File: src/rtl/tlc_pkg.sv
// Shared constants, codes and types of the terminal line cooker.
package tlc_pkg;

    localparam int LINE_DEPTH = 32;
    localparam int PTR_W      = $clog2(LINE_DEPTH);
    localparam int CNT_W      = $clog2(LINE_DEPTH + 1);
    localparam int LEN_W      = 6;
    localparam int MAX_READ   = 32;
    localparam int IDX_W      = 3;

    localparam logic [7:0] CH_EOT   = 8'h04;
    localparam logic [7:0] CH_BS    = 8'h08;
    localparam logic [7:0] CH_NL    = 8'h0A;
    localparam logic [7:0] CH_CR    = 8'h0D;
    localparam logic [7:0] CH_SPACE = 8'h20;
    localparam logic [7:0] CH_TILDE = 8'h7E;
    localparam logic [7:0] CH_DEL   = 8'h7F;

    localparam logic [2:0] KIND_ECHO    = 3'd0;
    localparam logic [2:0] KIND_DATA    = 3'd1;
    localparam logic [2:0] KIND_EOF     = 3'd2;
    localparam logic [2:0] KIND_NONE    = 3'd3;
    localparam logic [2:0] KIND_REFUSED = 3'd4;

    localparam logic [IDX_W-1:0] CFG_RAW  = 3'd0;
    localparam logic [IDX_W-1:0] CFG_ECHO = 3'd1;
    localparam logic [IDX_W-1:0] CFG_N2R  = 3'd2;
    localparam logic [IDX_W-1:0] CFG_IGN  = 3'd3;
    localparam logic [IDX_W-1:0] CFG_R2N  = 3'd4;

    typedef struct packed {
        logic raw;
        logic echo;
        logic n2r;
        logic ign;
        logic r2n;
    } t_cfg;

    typedef struct packed {
        logic       refuse;
        logic       push;
        logic       pop;
        logic       set_ready;
        logic       set_eof;
        logic       echo;
        logic       erase_echo;
        logic [7:0] ch;
    } t_char_act;

    typedef enum logic [5:0] {
        S_IDLE  = 6'b000001,
        S_CHAR  = 6'b000010,
        S_EMIT  = 6'b000100,
        S_RDCHK = 6'b001000,
        S_RDADR = 6'b010000,
        S_RDDAT = 6'b100000
    } t_state;

endpackage

File: src/rtl/tlc_ram.sv
// Line store: one write port, one registered read port.
module tlc_ram (
    input  logic                      i_clk,
    input  logic                      i_we,
    input  logic [tlc_pkg::PTR_W-1:0] i_waddr,
    input  logic [7:0]                i_wdata,
    input  logic                      i_re,
    input  logic [tlc_pkg::PTR_W-1:0] i_raddr,
    output logic [7:0]                o_rdata
);

    logic [7:0] r_mem [tlc_pkg::LINE_DEPTH];
    logic [7:0] r_rdata;

    always_ff @(posedge i_clk) begin
        if (i_we) begin
            r_mem[i_waddr] <= i_wdata;
        end
        if (i_re) begin
            r_rdata <= r_mem[i_raddr];
        end
    end

    assign o_rdata = r_rdata;

endmodule

File: src/rtl/tlc_decode.sv
// Character classifier: works out the edit action and echo for one arriving character.
module tlc_decode (
    input  logic [7:0]                i_char,
    input  tlc_pkg::t_cfg             i_cfg,
    input  logic [tlc_pkg::CNT_W-1:0] i_fill,
    input  logic                      i_line_ready,
    output tlc_pkg::t_char_act        o_act
);

    logic full;
    logic is_erase;

    assign full     = (i_fill == tlc_pkg::CNT_W'(tlc_pkg::LINE_DEPTH));
    assign is_erase = (i_char == tlc_pkg::CH_BS) || (i_char == tlc_pkg::CH_DEL);

    always_comb begin
        o_act    = '0;
        o_act.ch = i_char;
        if (i_line_ready || full) begin
            o_act.refuse = 1'b1;
        end else if (i_cfg.raw) begin
            o_act.push       = 1'b1;
            o_act.echo       = 1'b1;
            o_act.erase_echo = is_erase;
        end else begin
            case (i_char) inside
                tlc_pkg::CH_BS, tlc_pkg::CH_DEL: begin
                    if (i_fill != '0) begin
                        o_act.pop        = 1'b1;
                        o_act.echo       = i_cfg.echo;
                        o_act.erase_echo = 1'b1;
                    end
                end
                tlc_pkg::CH_NL: begin
                    o_act.ch        = i_cfg.n2r ? tlc_pkg::CH_CR : tlc_pkg::CH_NL;
                    o_act.push      = 1'b1;
                    o_act.set_ready = 1'b1;
                    o_act.echo      = i_cfg.echo;
                end
                tlc_pkg::CH_CR: begin
                    if (!i_cfg.ign) begin
                        o_act.ch        = i_cfg.r2n ? tlc_pkg::CH_NL : tlc_pkg::CH_CR;
                        o_act.push      = 1'b1;
                        o_act.set_ready = 1'b1;
                        o_act.echo      = i_cfg.echo;
                    end
                end
                tlc_pkg::CH_EOT: begin
                    o_act.set_eof   = 1'b1;
                    o_act.set_ready = 1'b1;
                    o_act.echo      = i_cfg.echo;
                end
                [tlc_pkg::CH_SPACE:tlc_pkg::CH_TILDE]: begin
                    o_act.push = 1'b1;
                    o_act.echo = i_cfg.echo;
                end
                default: begin
                end
            endcase
        end
    end

endmodule

File: src/rtl/terminal_line_cooker.sv
// Terminal line cooker top level: sequencer, ring state, config and output register.
//
// Input channel (i_in_valid / o_in_stall) takes one item: a received character
// (i_op 0) or a read request (i_op 1, i_read_len characters at most, clamped to 32).
// Output channel (o_out_valid / i_out_stall) returns the results of that item,
// o_last marking the final one. Every item gives at least one result except a
// dropped character or an accepted character with echo off.
// Only one item is worked on at a time; o_in_stall is high until all of its
// results have been loaded into the output register.
// Character: the transfer, a decode step (S_CHAR), then one result per cycle
// from S_EMIT while the output is not stalled (0, 1 or 3 results).
// Read: a check step (S_RDCHK), then each delivered byte runs the line store
// loop (address state S_RDADR, registered read data state S_RDDAT) before the
// next byte starts; an end-of-file or nothing-ready answer comes from S_EMIT.
// Reset (synchronous, active low) empties the line, clears line-ready and
// end-of-file, and loads the register defaults (echo and return-to-newline on).
// The store contents are not cleared; no clearing pass is needed.
// A stall on the output holds the output register; the sequencer waits.
module terminal_line_cooker (
    input  logic                              i_clk,
    input  logic                              i_rst_n,
    input  logic                              i_in_valid,
    output logic                              o_in_stall,
    input  logic                              i_op,
    input  logic [7:0]                        i_char_in,
    input  logic [tlc_pkg::LEN_W-1:0]         i_read_len,
    output logic                              o_out_valid,
    input  logic                              i_out_stall,
    output logic [2:0]                        o_kind,
    output logic [7:0]                        o_value,
    output logic                              o_last,
    input  logic                              i_cfg_we,
    input  logic [tlc_pkg::IDX_W-1:0]         i_cfg_index,
    input  logic                              i_cfg_data
);

    tlc_pkg::t_state             r_state, n_state;
    tlc_pkg::t_cfg               r_cfg;
    logic [tlc_pkg::PTR_W-1:0]   r_head, n_head;
    logic [tlc_pkg::CNT_W-1:0]   r_fill, n_fill;
    logic                        r_ready, n_ready;
    logic                        r_eof, n_eof;
    logic [7:0]                  r_char;
    logic [tlc_pkg::LEN_W-1:0]   r_len;
    logic [tlc_pkg::LEN_W-1:0]   r_n, n_n;
    logic [1:0]                  r_cnt, n_cnt;
    logic [2:0]                  r_ekind, n_ekind;
    logic [7:0]                  r_evalue, n_evalue;
    logic                        r_erase, n_erase;
    logic                        r_out_valid;
    logic [2:0]                  r_kind;
    logic [7:0]                  r_value;
    logic                        r_last;

    tlc_pkg::t_char_act          act;
    logic                        in_xfer;
    logic                        slot_free;
    logic                        full;
    logic                        rd_last;
    logic [tlc_pkg::CNT_W:0]     w_sum;
    logic [tlc_pkg::PTR_W-1:0]   w_addr;
    logic                        ram_we;
    logic                        ram_re;
    logic [7:0]                  ram_rdata;
    logic                        emit_valid;
    logic [2:0]                  emit_kind;
    logic [7:0]                  emit_value;
    logic                        emit_last;
    logic [tlc_pkg::LEN_W-1:0]   len_clamped;

    assign o_in_stall = (r_state != tlc_pkg::S_IDLE);
    assign in_xfer    = i_in_valid && !o_in_stall;
    assign slot_free  = !r_out_valid || !i_out_stall;
    assign full       = (r_fill == tlc_pkg::CNT_W'(tlc_pkg::LINE_DEPTH));
    assign rd_last    = (r_fill == tlc_pkg::CNT_W'(1)) || ((r_n + 1'b1) == r_len);
    assign len_clamped = (i_read_len > tlc_pkg::LEN_W'(tlc_pkg::MAX_READ)) ?
                         tlc_pkg::LEN_W'(tlc_pkg::MAX_READ) : i_read_len;

    // write position: head + fill, wrapped once
    assign w_sum  = (tlc_pkg::CNT_W+1)'(r_head) + (tlc_pkg::CNT_W+1)'(r_fill);
    assign w_addr = (w_sum >= (tlc_pkg::CNT_W+1)'(tlc_pkg::LINE_DEPTH)) ?
                    tlc_pkg::PTR_W'(w_sum - (tlc_pkg::CNT_W+1)'(tlc_pkg::LINE_DEPTH)) :
                    tlc_pkg::PTR_W'(w_sum);

    tlc_decode u_decode (
        .i_char       (r_char),
        .i_cfg        (r_cfg),
        .i_fill       (r_fill),
        .i_line_ready (r_ready),
        .o_act        (act)
    );

    tlc_ram u_ram (
        .i_clk   (i_clk),
        .i_we    (ram_we),
        .i_waddr (w_addr),
        .i_wdata (act.ch),
        .i_re    (ram_re),
        .i_raddr (r_head),
        .o_rdata (ram_rdata)
    );

    always_comb begin
        n_state    = r_state;
        n_head     = r_head;
        n_fill     = r_fill;
        n_ready    = r_ready;
        n_eof      = r_eof;
        n_n        = r_n;
        n_cnt      = r_cnt;
        n_ekind    = r_ekind;
        n_evalue   = r_evalue;
        n_erase    = r_erase;
        ram_we     = 1'b0;
        ram_re     = 1'b0;
        emit_valid = 1'b0;
        emit_kind  = tlc_pkg::KIND_ECHO;
        emit_value = '0;
        emit_last  = 1'b0;
        case (r_state)
            tlc_pkg::S_IDLE: begin
                if (in_xfer) begin
                    n_state = i_op ? tlc_pkg::S_RDCHK : tlc_pkg::S_CHAR;
                end
            end
            tlc_pkg::S_CHAR: begin
                ram_we = act.push;
                if (act.push) begin
                    n_fill = r_fill + 1'b1;
                end else if (act.pop) begin
                    n_fill = r_fill - 1'b1;
                end
                if (act.set_ready) begin
                    n_ready = 1'b1;
                end
                if (act.set_eof) begin
                    n_eof = 1'b1;
                end
                n_ekind  = act.refuse ? tlc_pkg::KIND_REFUSED : tlc_pkg::KIND_ECHO;
                n_evalue = act.ch;
                n_erase  = act.erase_echo;
                if (act.refuse) begin
                    n_cnt   = 2'd1;
                    n_state = tlc_pkg::S_EMIT;
                end else if (act.echo) begin
                    n_cnt   = act.erase_echo ? 2'd3 : 2'd1;
                    n_state = tlc_pkg::S_EMIT;
                end else begin
                    n_state = tlc_pkg::S_IDLE;
                end
            end
            tlc_pkg::S_RDCHK: begin
                n_cnt    = 2'd1;
                n_evalue = '0;
                n_erase  = 1'b0;
                n_ekind  = tlc_pkg::KIND_NONE;
                n_n      = '0;
                n_state  = tlc_pkg::S_EMIT;
                if (r_eof && (r_fill == '0)) begin
                    n_eof   = 1'b0;
                    n_ready = 1'b0;
                    n_ekind = tlc_pkg::KIND_EOF;
                end else if (!(r_ready || full || r_cfg.raw)) begin
                    n_ekind = tlc_pkg::KIND_NONE;
                end else if (r_fill == '0) begin
                    n_ready = 1'b0;
                end else if (r_len != '0) begin
                    n_state = tlc_pkg::S_RDADR;
                end
            end
            tlc_pkg::S_RDADR: begin
                ram_re  = 1'b1;
                n_state = tlc_pkg::S_RDDAT;
            end
            tlc_pkg::S_RDDAT: begin
                if (slot_free) begin
                    emit_valid = 1'b1;
                    emit_kind  = tlc_pkg::KIND_DATA;
                    emit_value = ram_rdata;
                    emit_last  = rd_last;
                    n_head     = (r_head == tlc_pkg::PTR_W'(tlc_pkg::LINE_DEPTH - 1)) ?
                                 '0 : r_head + 1'b1;
                    n_fill     = r_fill - 1'b1;
                    n_n        = r_n + 1'b1;
                    if (rd_last) begin
                        if (r_fill == tlc_pkg::CNT_W'(1)) begin
                            n_ready = 1'b0;
                        end
                        n_state = tlc_pkg::S_IDLE;
                    end else begin
                        n_state = tlc_pkg::S_RDADR;
                    end
                end
            end
            tlc_pkg::S_EMIT: begin
                if (slot_free) begin
                    emit_valid = 1'b1;
                    emit_kind  = r_ekind;
                    emit_last  = (r_cnt == 2'd1);
                    if (r_erase) begin
                        emit_value = (r_cnt == 2'd2) ? tlc_pkg::CH_SPACE : tlc_pkg::CH_BS;
                    end else begin
                        emit_value = r_evalue;
                    end
                    n_cnt = r_cnt - 1'b1;
                    if (r_cnt == 2'd1) begin
                        n_state = tlc_pkg::S_IDLE;
                    end
                end
            end
            default: begin
                n_state = tlc_pkg::S_IDLE;
            end
        endcase
    end

    always_ff @(posedge i_clk) begin
        if (!i_rst_n) begin
            r_state     <= tlc_pkg::S_IDLE;
            r_head      <= '0;
            r_fill      <= '0;
            r_ready     <= 1'b0;
            r_eof       <= 1'b0;
            r_n         <= '0;
            r_cnt       <= '0;
            r_out_valid <= 1'b0;
            r_cfg       <= '{raw: 1'b0, echo: 1'b1, n2r: 1'b0, ign: 1'b0, r2n: 1'b1};
        end else begin
            r_state <= n_state;
            r_head  <= n_head;
            r_fill  <= n_fill;
            r_ready <= n_ready;
            r_eof   <= n_eof;
            r_n     <= n_n;
            r_cnt   <= n_cnt;
            if (slot_free) begin
                r_out_valid <= emit_valid;
            end
            if (i_cfg_we) begin
                case (i_cfg_index)
                    tlc_pkg::CFG_RAW:  r_cfg.raw  <= i_cfg_data;
                    tlc_pkg::CFG_ECHO: r_cfg.echo <= i_cfg_data;
                    tlc_pkg::CFG_N2R:  r_cfg.n2r  <= i_cfg_data;
                    tlc_pkg::CFG_IGN:  r_cfg.ign  <= i_cfg_data;
                    tlc_pkg::CFG_R2N:  r_cfg.r2n  <= i_cfg_data;
                    default: begin
                    end
                endcase
            end
        end
    end

    always_ff @(posedge i_clk) begin
        r_ekind  <= n_ekind;
        r_evalue <= n_evalue;
        r_erase  <= n_erase;
        if (in_xfer) begin
            r_char <= i_char_in;
            r_len  <= len_clamped;
        end
        if (emit_valid) begin
            r_kind  <= emit_kind;
            r_value <= emit_value;
            r_last  <= emit_last;
        end
    end

    assign o_out_valid = r_out_valid;
    assign o_kind      = r_kind;
    assign o_value     = r_value;
    assign o_last      = r_last;

endmodule

File: config.mk
export PLATFORM = sky130hd
export DESIGN_NAME = terminal_line_cooker
export DESIGN_NICKNAME = d
export VERILOG_FILES = /design/src/rtl/tlc_pkg.sv /design/src/rtl/tlc_ram.sv /design/src/rtl/tlc_decode.sv /design/src/rtl/terminal_line_cooker.sv
export SDC_FILE = /design/constraint.sdc
export NUM_CORES = 1
export LEC_CHECK = 0
export BUFFER_PORTS_ARGS = -buffer_cell sky130_fd_sc_hd__buf_2
export CORE_AREA = 10 10 165 167
export DETAILED_ROUTE_END_ITERATION = 12
export DIE_AREA = 0 0 175 177
export GPL_TIMING_DRIVEN = 0
export PLACE_DENSITY_LB_ADDON = 0.25
export SYNTH_ARGS = -nofsm -noshare
export SYNTH_HDL_FRONTEND = slang
export SYNTH_SLANG_ARGS = --single-unit
File: constraint.sdc
create_clock -name i_clk -period 5.8 [get_ports i_clk]
set_input_delay 1.16 -clock i_clk [delete_from_list [all_inputs] [get_ports i_clk]]
set_output_delay 1.16 -clock i_clk [all_outputs]
set_load 0.01 [all_outputs]
Yosys cells after proc, flatten, opt, wreduce, memory -nomap -nowiden
Memory sizes are Yosys's and may differ from the RTL's. A register that Yosys moved wholly into a read port is not among the register bits.
Index checks and enable logic that the tools add are counted.
{"block": "op_classes", "n_addsub": 7, "n_lt_le_gt_ge": 4, "n_mux": 94, "reduce_logical": 34, "n_eq_ne": 35}
{"cell": "$mux 8", "count": 8}
{"cell": "$mux 6", "count": 9}
{"cell": "$mux 1", "count": 43}
{"cell": "$pmux 6 s6", "count": 1}
{"cell": "$mux 5", "count": 7}
{"cell": "$pmux 8 s2", "count": 2}
{"cell": "$eq 8x4->1 const B", "count": 3}
{"cell": "$pmux 6 s2", "count": 2}
{"cell": "$mux 3", "count": 7}
{"cell": "$ne 2x2->1 const B", "count": 9}
{"cell": "$mux 14", "count": 1}
{"cell": "$reduce_and 2->1", "count": 7}
{"cell": "$add 6x1->6 const B", "count": 2}
{"cell": "$eq 6x1->1 const B", "count": 2}
{"cell": "$eq 6x6->1 const B", "count": 2}
{"cell": "$mux 2", "count": 6}
{"cell": "$ne 3x3->1 const B", "count": 4}
{"cell": "$pmux 3 s2", "count": 2}
{"cell": "$reduce_bool 6->1", "count": 2}
{"cell": "$reduce_and 3->1", "count": 3}
{"cell": "$eq 8x3->1 const B", "count": 1}
{"cell": "$eq 8x7->1 const B", "count": 1}
{"cell": "$ge 8x6->1 const B", "count": 1}
{"cell": "$le 8x7->1 const B", "count": 1}
{"cell": "33 further kinds", "count": 48}
{"block": "totals", "mem_bits_rw": 256, "n_memories": 1, "elab_cells": 196, "in_bits": 24, "register_bits": 71}
{"name": "u_ram.r_mem", "words": 32, "word_bits": 8, "read_ports": 1, "rd_clocked_by_memory_dff": 1, "wr": 1, "line_no": "tlc_ram.sv:12", "source": "logic [7:0] r_mem [tlc_pkg::LINE_DEPTH];"}

Logic depth before layout (Yosys ltp)
Gate-level depths: netlist of the first run.
{"block": "depth", "ltp_word": 13, "depth_mapped": 8}

Modules after synthesis
From an unflattened synthesis of the first run, not the netlist that was laid out.
{"block": "unflattened", "cells_unflattened": 813, "hier_area_um2": 14062.2}
{"module": "tlc_ram", "n_inst": 1, "cells_each": 417, "seq_area_each_um2": 7927.6, "area_per_inst_um2": 10133.5}
{"module": "terminal_line_cooker", "n_inst": 1, "cells_each": 347, "seq_area_each_um2": 1801.7, "area_per_inst_um2": 3628.5}
{"module": "tlc_decode", "n_inst": 1, "cells_each": 49, "seq_area_each_um2": 0.0, "area_per_inst_um2": 300.3}

Worst setup path before layout of the first run
Ideal clock, no wire load.
{"block": "synth_timing", "path_type": "register to register", "from": "register r_fill[2] in the netlist's numbering", "to": "memory u_ram.r_mem[0][0] (data pin)", "synth_period_minus_slack_ps": 3101, "t_required_ps": 5340, "n_path_buf": 1, "path_stages_with_launch": 7, "arrival_time_ps": 2640, "setup_slack_ps": 2699, "path_cell_list": "dfxtp_1 buf_2 nor3_1 a311o_1 nor2_1 and3_1 o21ai_0"}
{"item": "start, declared", "line_no": "terminal_line_cooker.sv:40", "source": "logic [tlc_pkg::CNT_W-1:0] r_fill, n_fill;"}
{"item": "start signal, assigned", "line_no": "terminal_line_cooker.sv:231", "source": "r_fill <= n_fill;"}
{"item": "end, declared", "line_no": "tlc_ram.sv:12"}

==> run_results.csv, run 1 <==
group,metric,value,unit
run_status,status,"finished clean",
layout,multi_input_area,4100,sq um
logic_synthesis,synth-seq-cells,335,
drt,dr.pass1.iters,6,
sta,tns,0,ns
setup_path,start_kind,"flip-flop",
sta,finalHoldViolCount,0,
floorplanning,die_area,30980,sq um
global_route,overflow,0,
layout,layout.nets,939,
clocking,clockBufferDepth,3,
setup_path,cp_max_fo,10,
clocking,cts_root_buffer,"clkbuf_16",
sta,finalCriticalPeriod,3.301,ns
layout,fillCellCount,1636,
clocking,clk_latency,0.52,ns
layout,antenna_cells,0,
layout,syn_to_final_growth,12.69,%
setup_path,r2r_end,"u_ram.o_rdata[1]",
logic_synthesis,syn_nets,861,
layout,final_cell_mix,"edfxtp_1, mux4_2, nor2_1",
placed_design,pre_cts_slack,2.507,ns
drt,vias,7795,
floorplanning,die_y,177,um
drt,drtAntennaViolNets,0,
setup_path,crit_buf_inv,2,
drt,vias_per_cell,6.231,
setup_path,rrSetupSlack,2.50,ns
drt,wl,30460,um
setup_path,arrival,3.55,ns
flow_run,drv_cap,0,
drt,wire_per_inst,24.35,um
setup_path,worstPathRequired,6.05,ns
power_and_ir_drop,irDropWorstVdd,0.2829,mV
global_route,antenna_found_initial,0,
setup_path,path_cells,"clkbuf_1 -> clkbuf_1 -> mux4_2 -> mux4_2 -> mux2_2",
floorplanning,start_util,58.69,%
power_and_ir_drop,p_leak,5.122,nW
logic_synthesis,ys_seq_area_share,69.18,%
floorplanning,ios,38,
clocking,cts-htree-levels,2,
min_path,min-delay-start,"r_cfg[0]",
placed_design,hpwl,21080,um
setup_path,rr_worst_depth,5,
floorplanning,die_width,175,um
setup_path,rr_startpoint,"r_head[1]",
power_and_ir_drop,power.density,362.8,nW/um^2
layout,mostFrequentLayoutCell,"edfxtp_1",
logic_synthesis,syn_avg_cell_area,17.09,sq um
logic_synthesis,synthDistinctLibCells,72,
placed_design,place_area,14720,sq um
logic_synthesis,ys_warn_count,0,
logic_synthesis,async_flop_share,0,%
logic_synthesis,ys.flop_type,"edfxtp_1",
global_route,grt_pass1_wl,47470,um
setup_path,cpPeakStageDelay,0.71,ns
min_path,hold_path_depth,2,
sta,report.final.slew_viol_count,0,
global_route,grt_max_degree,34,
drt,drt_iter0_drc,837,
sta,fin_hold_ws,0.5043,ns
min_path,holdPathEnd,"r_cfg[0]",
placed_design,io_buffers,37,
placed_design,gp_congestion,0.9265,
layout,seq_area,9729,sq um
min_path,hold_class,"reg -> reg",
setup_path,critPathCaptureType,"flip-flop",
setup_path,cpLargestDelayFamily,"multiplexers",
clocking,clock-sinks,335,
global_route,grt_use_total,19.87,%
setup_path,slowest_stage,"clkbuf_1",
sta,tightest_slew,1.398,ns
sta,finClkSkew,0.01940,ns
logic_synthesis,syn_inst,823,
sta,fmax,0.3029,GHz
layout,postLayoutCellArea,15850,sq um
global_route,first_global_vias,8016,
sta,setup_viol,0,
clocking,cts_tree,"built",
floorplanning,core,23960,sq um
drt,drc,0,
clocking,clk_pin_slew,0.06,ns
clocking,cts_setup_buffers,0,
setup_path,worstSetupPathType,"reg -> reg",
sta,fin_ws,2.499,ns
sta,fin_crit_sh,56.92,%
floorplanning,rows,57,
sta,rsz0062_at_grt,"no",
clocking,cts_buffers,35,
logic_synthesis,netlist_area,14060,sq um
power_and_ir_drop,finalPower,0.005750,W
logic_synthesis,synth_edf_count,302,
clocking,cts.repair.resized,0,
sta,slew_headroom,6.810,%
layout,drive_gt1_share,22.55,%
clocking,ctsHoldBuffers,0,
==> final cells by class <==
type / count / area share, %
inverter: 16 / 0.3790
multi-input combinational: 431 / 25.87
tap: 324 / 2.558
sequential: 335 / 61.39
clock buffer: 47 / 5.945
timing repair buffer: 41 / 1.579
buffer: 41 / 1.216
clock inverter: 16 / 1.058
==> synth_stat cells (10+ instances only) <==
| cell | count | area (sq um) |
|---|---|---|
| edfxtp_1 | 302 | 9069 |
| ha_1 | 13 | 162.7 |
| mux2i_1 | 10 | 100.1 |
| dfxtp_1 | 33 | 660.6 |
| nor2_1 | 64 | 240.2 |
| nor3_1 | 12 | 60.06 |
| clkbuf_1 | 23 | 86.33 |
| mux4_2 | 80 | 1802 |
| xnor2_1 | 10 | 87.58 |
| inv_1 | 15 | 56.30 |
| and2_1 | 13 | 81.33 |
| a21oi_1 | 22 | 110.1 |
| nand3_1 | 18 | 90.09 |
| o21ai_0 | 17 | 85.08 |
| nand2_1 | 43 | 161.4 |
==> sequential cells by signal (all words and copies together) (netlist names), 3 cells and up <==
signal	cells
r_ekind	3
u_ram.o_rdata	8
o_value	8
r_fill	6
r_head	5
r_n	6
r_evalue	8
o_kind	3
r_state	6
r_len	6
u_ram.r_mem	256
r_cfg	5
r_char	8
==> routing by layer <==
metal / part of all wire (%) / vias to the layer above / track usage, %
met5: 0 / - / 0
met3: 6.0 / 57 / 3.478
met2: 50 / 293 / 32.93
met1: 40 / 3999 / 25.52
met4: 3.6 / 0 / 8.619
li1: - / 3446 / -
==> through the flow <==
step,instances,utilization (%)
floorplan,823,-
global placement,1184,61.15
detailed placement,1187,61.42
CTS,1250,66.05
global route,1251,66.13
finish,1251,66.13
==> cells by family (layout without fill, tap and decap cells) <==
group	count (synthesis)	count (layout)	synth area share [%]
fa+ha+maj	14	14	1.299
mux	98	98	14.16
xor+xnor	16	16	0.9964
flops	335	335	69.18
buf+inv	57	161	1.761
simple gates	212	212	7.927
compound gates	91	91	4.671
==> worst max-delay path by stage <==
stage | startpoint | endpoint | cells after the start
floorplan | r_fill[2] | u_ram.r_mem[0][0] | 6
global placement | r_fill[2] | u_ram.r_mem[4][0] | 6
detailed placement | r_char[4] | u_ram.r_mem[16][2] | 5
CTS | r_char[4] | u_ram.r_mem[16][5] | 5
global route | r_char[4] | u_ram.r_mem[16][2] | 5
finish | r_head[1] | u_ram.o_rdata[1] | 5
==> worst min-delay path: stages, from the launching register on <==
cell and delay, ns:
dfxtp_1 0.33, mux2i_1 0.08, nand2_1 0.06
==> where the power goes <==
group	leakage, nW	total (W)	internal [W]	switching, W
logic	1.59	0.000720	0.000250	0.000470
registers	2.99	0.00288	0.00282	0.0000568
clock network	0.540	0.00215	0.00128	0.000873
total	5.12	0.00575	0.00435	0.00140
(Power assumes the default switching activity.)
==> inputs of run 2 (changes only) <==
ABC_AREA = 1   (was default)
CORE_AREA = 10 10 166 168   (was 10 10 165 167)
DIE_AREA = 0 0 176 178   (was 0 0 175 177)
clock period = 3.1 ns   (was 5.8 ns; I/O delays follow)
==> run 2 against run 1 <==
  * The run now ends with negative setup slack left
  * Core utilization grew 1.4 points
  * Final cell count grew 37%
  * Global-route usage grew 4.3 points
  * Largest power group unchanged
  * First-iteration DRC count grew 62%
  * Clock power grew 89%
  * Non-clock buffer count grew 19
  * Critical endpoint is now u_ram.r_mem[26][4]
  * Setup slack lost 2.6 ns
  * Synthesized cell count grew 57%
  * Cell area grew 2.7%
  * Sequential power grew 81%
  * Register-to-register slack lost 2.6 ns
  * Total power grew 73%
==> run_results.csv, run 2 <==
group,metric,value,unit
setup_path,slowest_stage,"nor2_1",
layout,mostFrequentLayoutCell,"edfxtp_1",
floorplanning,die_width,176,um
setup_path,worstSetupPathType,"reg -> reg",
layout,final_cell_mix,"edfxtp_1, nor2_1, nand2_1",
placed_design,io_buffers,37,
drt,drtAntennaViolNets,0,
min_path,hold_class,"in -> reg",
setup_path,crit_start,"r_head[0]",
setup_path,start_kind,"flip-flop",
drt,drt_iter0_drc,1355,
placed_design,gp_congestion,0.9741,
floorplanning,ios,38,
global_route,grt_pass1_wl,58320,um
layout,largest_register,"u_ram.r_mem",
run_status,failed_checks,"negative setup slack",
layout,drive_gt1_share,12.59,%
drt,wire_per_inst,22.36,um
layout,largest_register_ffs,256,
flow_run,drv_cap,0,
placed_design,hpwl,24830,um
drt,dr.pass1.iters,6,
layout,utilization,67.50,%
drt,vias_per_cell,6.228,
clocking,cts_root_buffer,"clkbuf_16",
logic_synthesis,ys_warn_count,0,
sta,fmax,0.3169,GHz
clocking,cts-htree-levels,2,
global_route,grt_use_total,24.18,%
logic_synthesis,ys_top_cells_by_count,"edfxtp_1, nor2_1, nand2_1",
setup_path,cpLargestDelayFamily,"simple AND/OR/NAND/NOR gates",
logic_synthesis,async_flop_share,0,%
logic_synthesis,synth_top_area_share,63.03,%
global_route,use_met1,31.02,%
run_status,status,"finished with violations",
logic_synthesis,synth_edf_count,302,
setup_path,rr_startpoint,"r_head[0]",
setup_path,cpPeakStageDelay,0.68,ns
setup_path,arrival,3.29,ns
sta,rsz0062_at_grt,"yes",
sta,fin_ws,-0.05569,ns
floorplanning,die_y,178,um
global_route,met3_usage,6.660,%
layout,layout.nets,1404,
global_route,met2_usage,37.68,%
layout,syn_to_final_growth,13.09,%
power_and_ir_drop,p_leak,5.888,nW
setup_path,critPathCaptureType,"flip-flop",
floorplanning,rows,57,
floorplanning,start_util,59.69,%
power_and_ir_drop,irDropWorstVdd,0.5146,mV
logic_synthesis,syn_avg_cell_area,11.14,sq um
sta,finClkSkew,0.01778,ns
drt,vias,10680,
global_route,antenna_found_initial,1,
setup_path,rrSetupSlack,-0.06,ns
min_path,min-delay-start,"i_char_in[6]",
clocking,clk_latency,0.52,ns
floorplanning,die_area,31330,sq um
global_route,overflow,0,
logic_synthesis,syn_nets,1329,
global_route,grt_max_degree,33,
floorplanning,core,24110,sq um
logic_synthesis,synth-seq-cells,335,
layout,finalNonFillerCells,1715,
global_route,first_global_vias,10370,
logic_synthesis,ys_seq_area_share,67.62,%
clocking,clock-sinks,335,
setup_path,crit_buf_inv,1,
sta,tightest_slew,1.260,ns
drt,wl,38350,um
setup_path,path_cells,"ha_1 -> fa_1 -> xor2_4 -> inv_1 -> nand3_1 -> nor2_1",
logic_synthesis,ys.flop_type,"edfxtp_1",
clocking,cts_buffers,35,
logic_synthesis,synthDistinctLibCells,43,
logic_synthesis,yosysMostFrequentCell,"edfxtp_1",
drt,drc,0,
clocking,clk_pin_slew,0.06,ns
logic_synthesis,netlist_area,14390,sq um
setup_path,worstPathRequired,3.23,ns
sta,finalHoldViolCount,0,
sta,finalCriticalPeriod,3.156,ns
clocking,cts_tree,"built",
clocking,clockBufferDepth,3,
sta,setup_viol,24,
sta,report.final.slew_viol_count,0,
layout,fillCellCount,1785,
setup_path,cp_max_fo,9,
sta,slew_headroom,15.69,%
power_and_ir_drop,power.density,612.6,nW/um^2
placed_design,numPlacedInstances,1652,
sta,fin_crit_sh,101.8,%
global_route,busiest_layer,"met2",
logic_synthesis,syn_inst,1291,
logic_synthesis,synth_largest_area_cell,"edfxtp_1",
logic_synthesis,synth.area.top_cells,"edfxtp_1, nor2_1, o21ai_0",
==> run 2: cell types whose count changed in the layout (fill, tap and decap cells not counted), moves of 10 or more <==
cell	previous run	this run
nand4_1	4	23
nor2_1	64	199
inv_1	15	99
mux2i_1	10	0
mux4_2	80	0
o21ai_0	15	143
and2_1	13	1
nand2_1	43	144
nor2_2	1	18
nand3_1	18	65
o221ai_1	0	23
o22ai_1	1	41
buf_2	45	59
==> run 2: worst reg2reg max path: stages (launching register included) <==
cell and delay, ns:
dfxtp_1 0.41, ha_1 0.28, fa_1 0.48, xor2_4 0.28, inv_1 0.39, nand3_1 0.24, nor2_1 0.68
==> run 2: worst paths after layout <==
check                                          end  cells past startpoint
worst max-delay path            u_ram.r_mem[26][4]                      6
worst min-delay path                     r_char[6]                      1
worst max register to register  u_ram.r_mem[26][4]                      6
worst min register to register             r_ready                      2
==> run 2: kinds of logic after synthesis <==
| group | count (synthesis) | share of synthesized area, % |
|---|---|---|
| fa+ha+maj | 14 | 1.270 |
| simple gates | 492 | 14.84 |
| flops | 335 | 67.62 |
| buf+inv | 173 | 4.861 |
| xor+xnor | 14 | 0.8523 |
| compound gates | 263 | 10.55 |
==> run 2: layout make-up <==
type | count | area (sq um) | area share, %
antenna | 1 | 2.502 | 0.01538
buffer | 63 | 287.8 | 1.769
clock buffer | 43 | 948.4 | 5.829
clock inverter | 18 | 142.6 | 0.8767
inverter | 110 | 421.7 | 2.592
multi-input combinational | 783 | 4128 | 25.37
sequential | 335 | 9729 | 59.80
tap | 324 | 405.4 | 2.492
timing repair buffer | 38 | 205.2 | 1.261
==> run 2: stage by stage <==
| step | hold WS (ns) | cell area [sq um] | setup TNS [ns] | setup slack [ns] | power (W) |
|---|---|---|---|---|---|
| 6_report | 0.2729 | 16270 | -1.066 | -0.05569 | 0.009967 |
| 5_1_grt | 0.2711 | 16270 | -7.474 | -0.1352 | 0.01020 |
| 4_1_cts | 0.2697 | 16130 | -1.642 | -0.07075 | 0.009925 |
| 3_5_place_dp | 0.4718 | 14990 | -18.87 | -0.6331 | 0.005965 |
| 3_3_place_gp | 0.4665 | 14980 | -15.82 | -0.5253 | 0.005944 |
| 2_1_floorplan | 0.4414 | 14390 | 0 | 0.4534 | 0.005708 |
==> run 2: power breakdown <==
group / switching, W / internal, W
sequential: 0.0000622 / 0.00514
combinational: 0.000545 / 0.000161
clock: 0.00172 / 0.00234
==> run 2: repair_timing <==
action                                  4_1_cts  5_1_grt
pin swaps                                     0        2
setup buffers                                 0        1
endpoints found under the setup margin       88      343
hold buffers                                  0        0
resized for setup                            10       32
==> run 2: per-layer routing <==
metal	up-vias	part of all wire [%]
li1	4733	-
met1	5100	38
met2	698	46
met3	150	12
met4	0	4.3
met5	-	0
==> inputs of run 3 (changes only) <==
CORE_AREA = 10 10 197 199   (was 10 10 166 168)
CTS_CLUSTER_DIAMETER = 30   (was default)
DIE_AREA = 0 0 207 209   (was 0 0 176 178)
==> run 3 against run 2 <==
  * The flow still finishes with violations (negative setup slack)
  * Wire length is 4.0% higher
  * Total power increased by 29%
  * Maximum frequency is 0.32% higher
  * Critical endpoint is now u_ram.r_mem[15][2]
==> run_results.csv, run 3 (synthesis gave the netlist of run 2 again) <==
group,metric,value,unit
run_status,status,"finished with violations",
run_status,failed_checks,"negative setup slack",
floorplanning,core,35050,sq um
global_route,first_global_vias,10050,
drt,vias,10350,
setup_path,r2r_end,"u_ram.r_mem[15][2]",
setup_path,worstPathRequired,3.38,ns
clocking,clockBufferDepth,3,
setup_path,cp_max_fo,9,
setup_path,rr_worst_depth,6,
clocking,cts_setup_buffers,0,
floorplanning,die_width,207,um
layout,syn_to_final_growth,21.43,%
sta,report.final.slew_viol_count,0,
drt,drc,0,
sta,rsz0062_at_grt,"yes",
setup_path,slowest_stage,"xor2_1",
global_route,antenna_found_initial,0,
global_route,grt_max_degree,33,
layout,largest_register,"u_ram.r_mem",
sta,fin_hold_ws,0.2090,ns
setup_path,rrSetupSlack,-0.05,ns
power_and_ir_drop,finalPower,0.01287,W
clocking,clk_latency,0.59,ns
clocking,cts-htree-levels,2,
global_route,met2_usage,29.27,%
min_path,hold_class,"in -> reg",
global_route,use_met1,22.20,%
floorplanning,rows,69,
sta,finClkSkew,0.02498,ns
clocking,cts_root_buffer,"clkbuf_16",
setup_path,start_kind,"flip-flop",
power_and_ir_drop,p_leak,6.375,nW
placed_design,hpwl,26070,um
sta,fmax,0.3179,GHz
power_and_ir_drop,irDropWorstVdd,0.4741,mV
sta,setup_viol,17,
drt,drt_iter0_drc,1016,
sta,tightest_slew,1.273,ns
floorplanning,start_util,41.05,%
layout,utilization,49.84,%
placed_design,io_buffers,37,
layout,final_cell_mix,"edfxtp_1, nor2_1, nand2_1",
floorplanning,ios,38,
clocking,clock-sinks,335,
clocking,clk_pin_slew,0.05,ns
drt,dr.pass1.iters,5,
setup_path,path_cells,"ha_1 -> fa_1 -> xor2_1 -> inv_1 -> nor3_2 -> buf_4",
setup_path,cpPeakStageDelay,0.65,ns
drt,wl,39870,um
sta,tns,-0.4484,ns
sta,fin_crit_sh,101.5,%
placed_design,gp_congestion,0.9303,
drt,vias_per_cell,5.428,
sta,fin_ws,-0.04575,ns
global_route,overflow,0,
setup_path,crit_end,"u_ram.r_mem[15][2]",
global_route,met3_usage,3.803,%
sta,slew_headroom,14.82,%
placed_design,pre_cts_slack,-0.3165,ns
layout,largest_register_ffs,256,
clocking,cts_buffers,61,
clocking,ctsHoldBuffers,0,
layout,antenna_cells,0,
global_route,grt_pass1_wl,59660,um
setup_path,worstSetupPathType,"reg -> reg",
clocking,cts_tree,"built",
setup_path,crit_start,"r_head[0]",
flow_run,drv_cap,0,
layout,drive_gt1_share,15.28,%
global_route,grt_use_total,17.70,%
layout,mostFrequentLayoutCell,"edfxtp_1",
setup_path,rr_startpoint,"r_head[0]",
floorplanning,die_area,43260,sq um
drt,drtAntennaViolNets,0,
setup_path,critPathCaptureType,"flip-flop",
drt,wire_per_inst,20.91,um
layout,layout.nets,1434,
global_route,busiest_layer,"met2",
sta,finalHoldViolCount,0,
sta,finalCriticalPeriod,3.146,ns
power_and_ir_drop,power.density,736.5,nW/um^2
setup_path,arrival,3.43,ns
floorplanning,die_y,209,um
-- run 3: cell count changes in the layout (fill, tap and decap cells not counted), moves of 3 or more --
cell / delta
nor2_2: +4
clkbuf_16: +24
bufinv_16: +11
clkinv_2: -4
nor3_4: -3
clkinvlp_4: +5
nor2_4: -6
clkinv_4: +6
inv_6: +6
clkinv_1: +6
-- run 3: worst min path at each step --
stage | start | to | slack (ns) | depth (start not counted)
floorplan | r_cfg[3] | r_cfg[3] | 0.44 | 2
global placement | r_n[5] | r_n[5] | 0.47 | 2
detailed placement | r_n[5] | r_n[5] | 0.48 | 2
CTS | i_char_in[7] | r_char[7] | 0.19 | 1
global route | i_char_in[4] | r_char[4] | 0.20 | 1
finish | i_char_in[4] | r_char[4] | 0.21 | 1
-- run 3: routing by layer --
layer,wire length (um),vias to the layer above
li1,-,4832
met1,16390,5008
met3,3019,90
met4,1413,0
met2,19050,421
met5,0,-
-- run 3: area by class of cell --
| class | instances | area, sq um |
|---|---|---|
| plain buffers | 63 | 286.5 |
| clock buffers | 64 | 1538 |
| clock inverters | 49 | 643.1 |
| fillers | 3150 | 17580 |
| inverters | 110 | 421.7 |
| multi-input cells | 783 | 4040 |
| flip-flops and latches | 335 | 9729 |
| well taps | 461 | 576.8 |
| repair buffers | 41 | 227.7 |
| repair inverters | 1 | 7.507 |
-- run 3: critical path: cells and delay by family (launching register included) --
| kind | cells | cell delay [ns] |
|---|---|---|
| xor gates and xnor gates | 1 | 0.65 |
| adders and majority gates | 2 | 0.67 |
| buffers and inverters | 2 | 0.60 |
| DFF | 1 | 0.38 |
| and+or+nand+nor | 1 | 0.52 |
-- run 3: per-stage QoR --
stage	cells	instance area, sq um
2_1_floorplan	1291	14390
3_3_place_gp	1789	15150
3_5_place_dp	1792	15200
4_1_cts	1905	17400
5_1_grt	1907	17470
6_report	1907	17470
-- run 3: timing repair --
action	in CTS	in global routing
cloned	0	1
gates resized for setup	6	19
setup endpoints to repair	40	242
-- run 3: report_power, final --
part	total [W]	switching [W]	internal, W
Sequential	0.00521	0.0000653	0.00515
Clock	0.00694	0.00226	0.00468
Combinational	0.000711	0.000542	0.000169
Total	0.0129	0.00287	0.0100
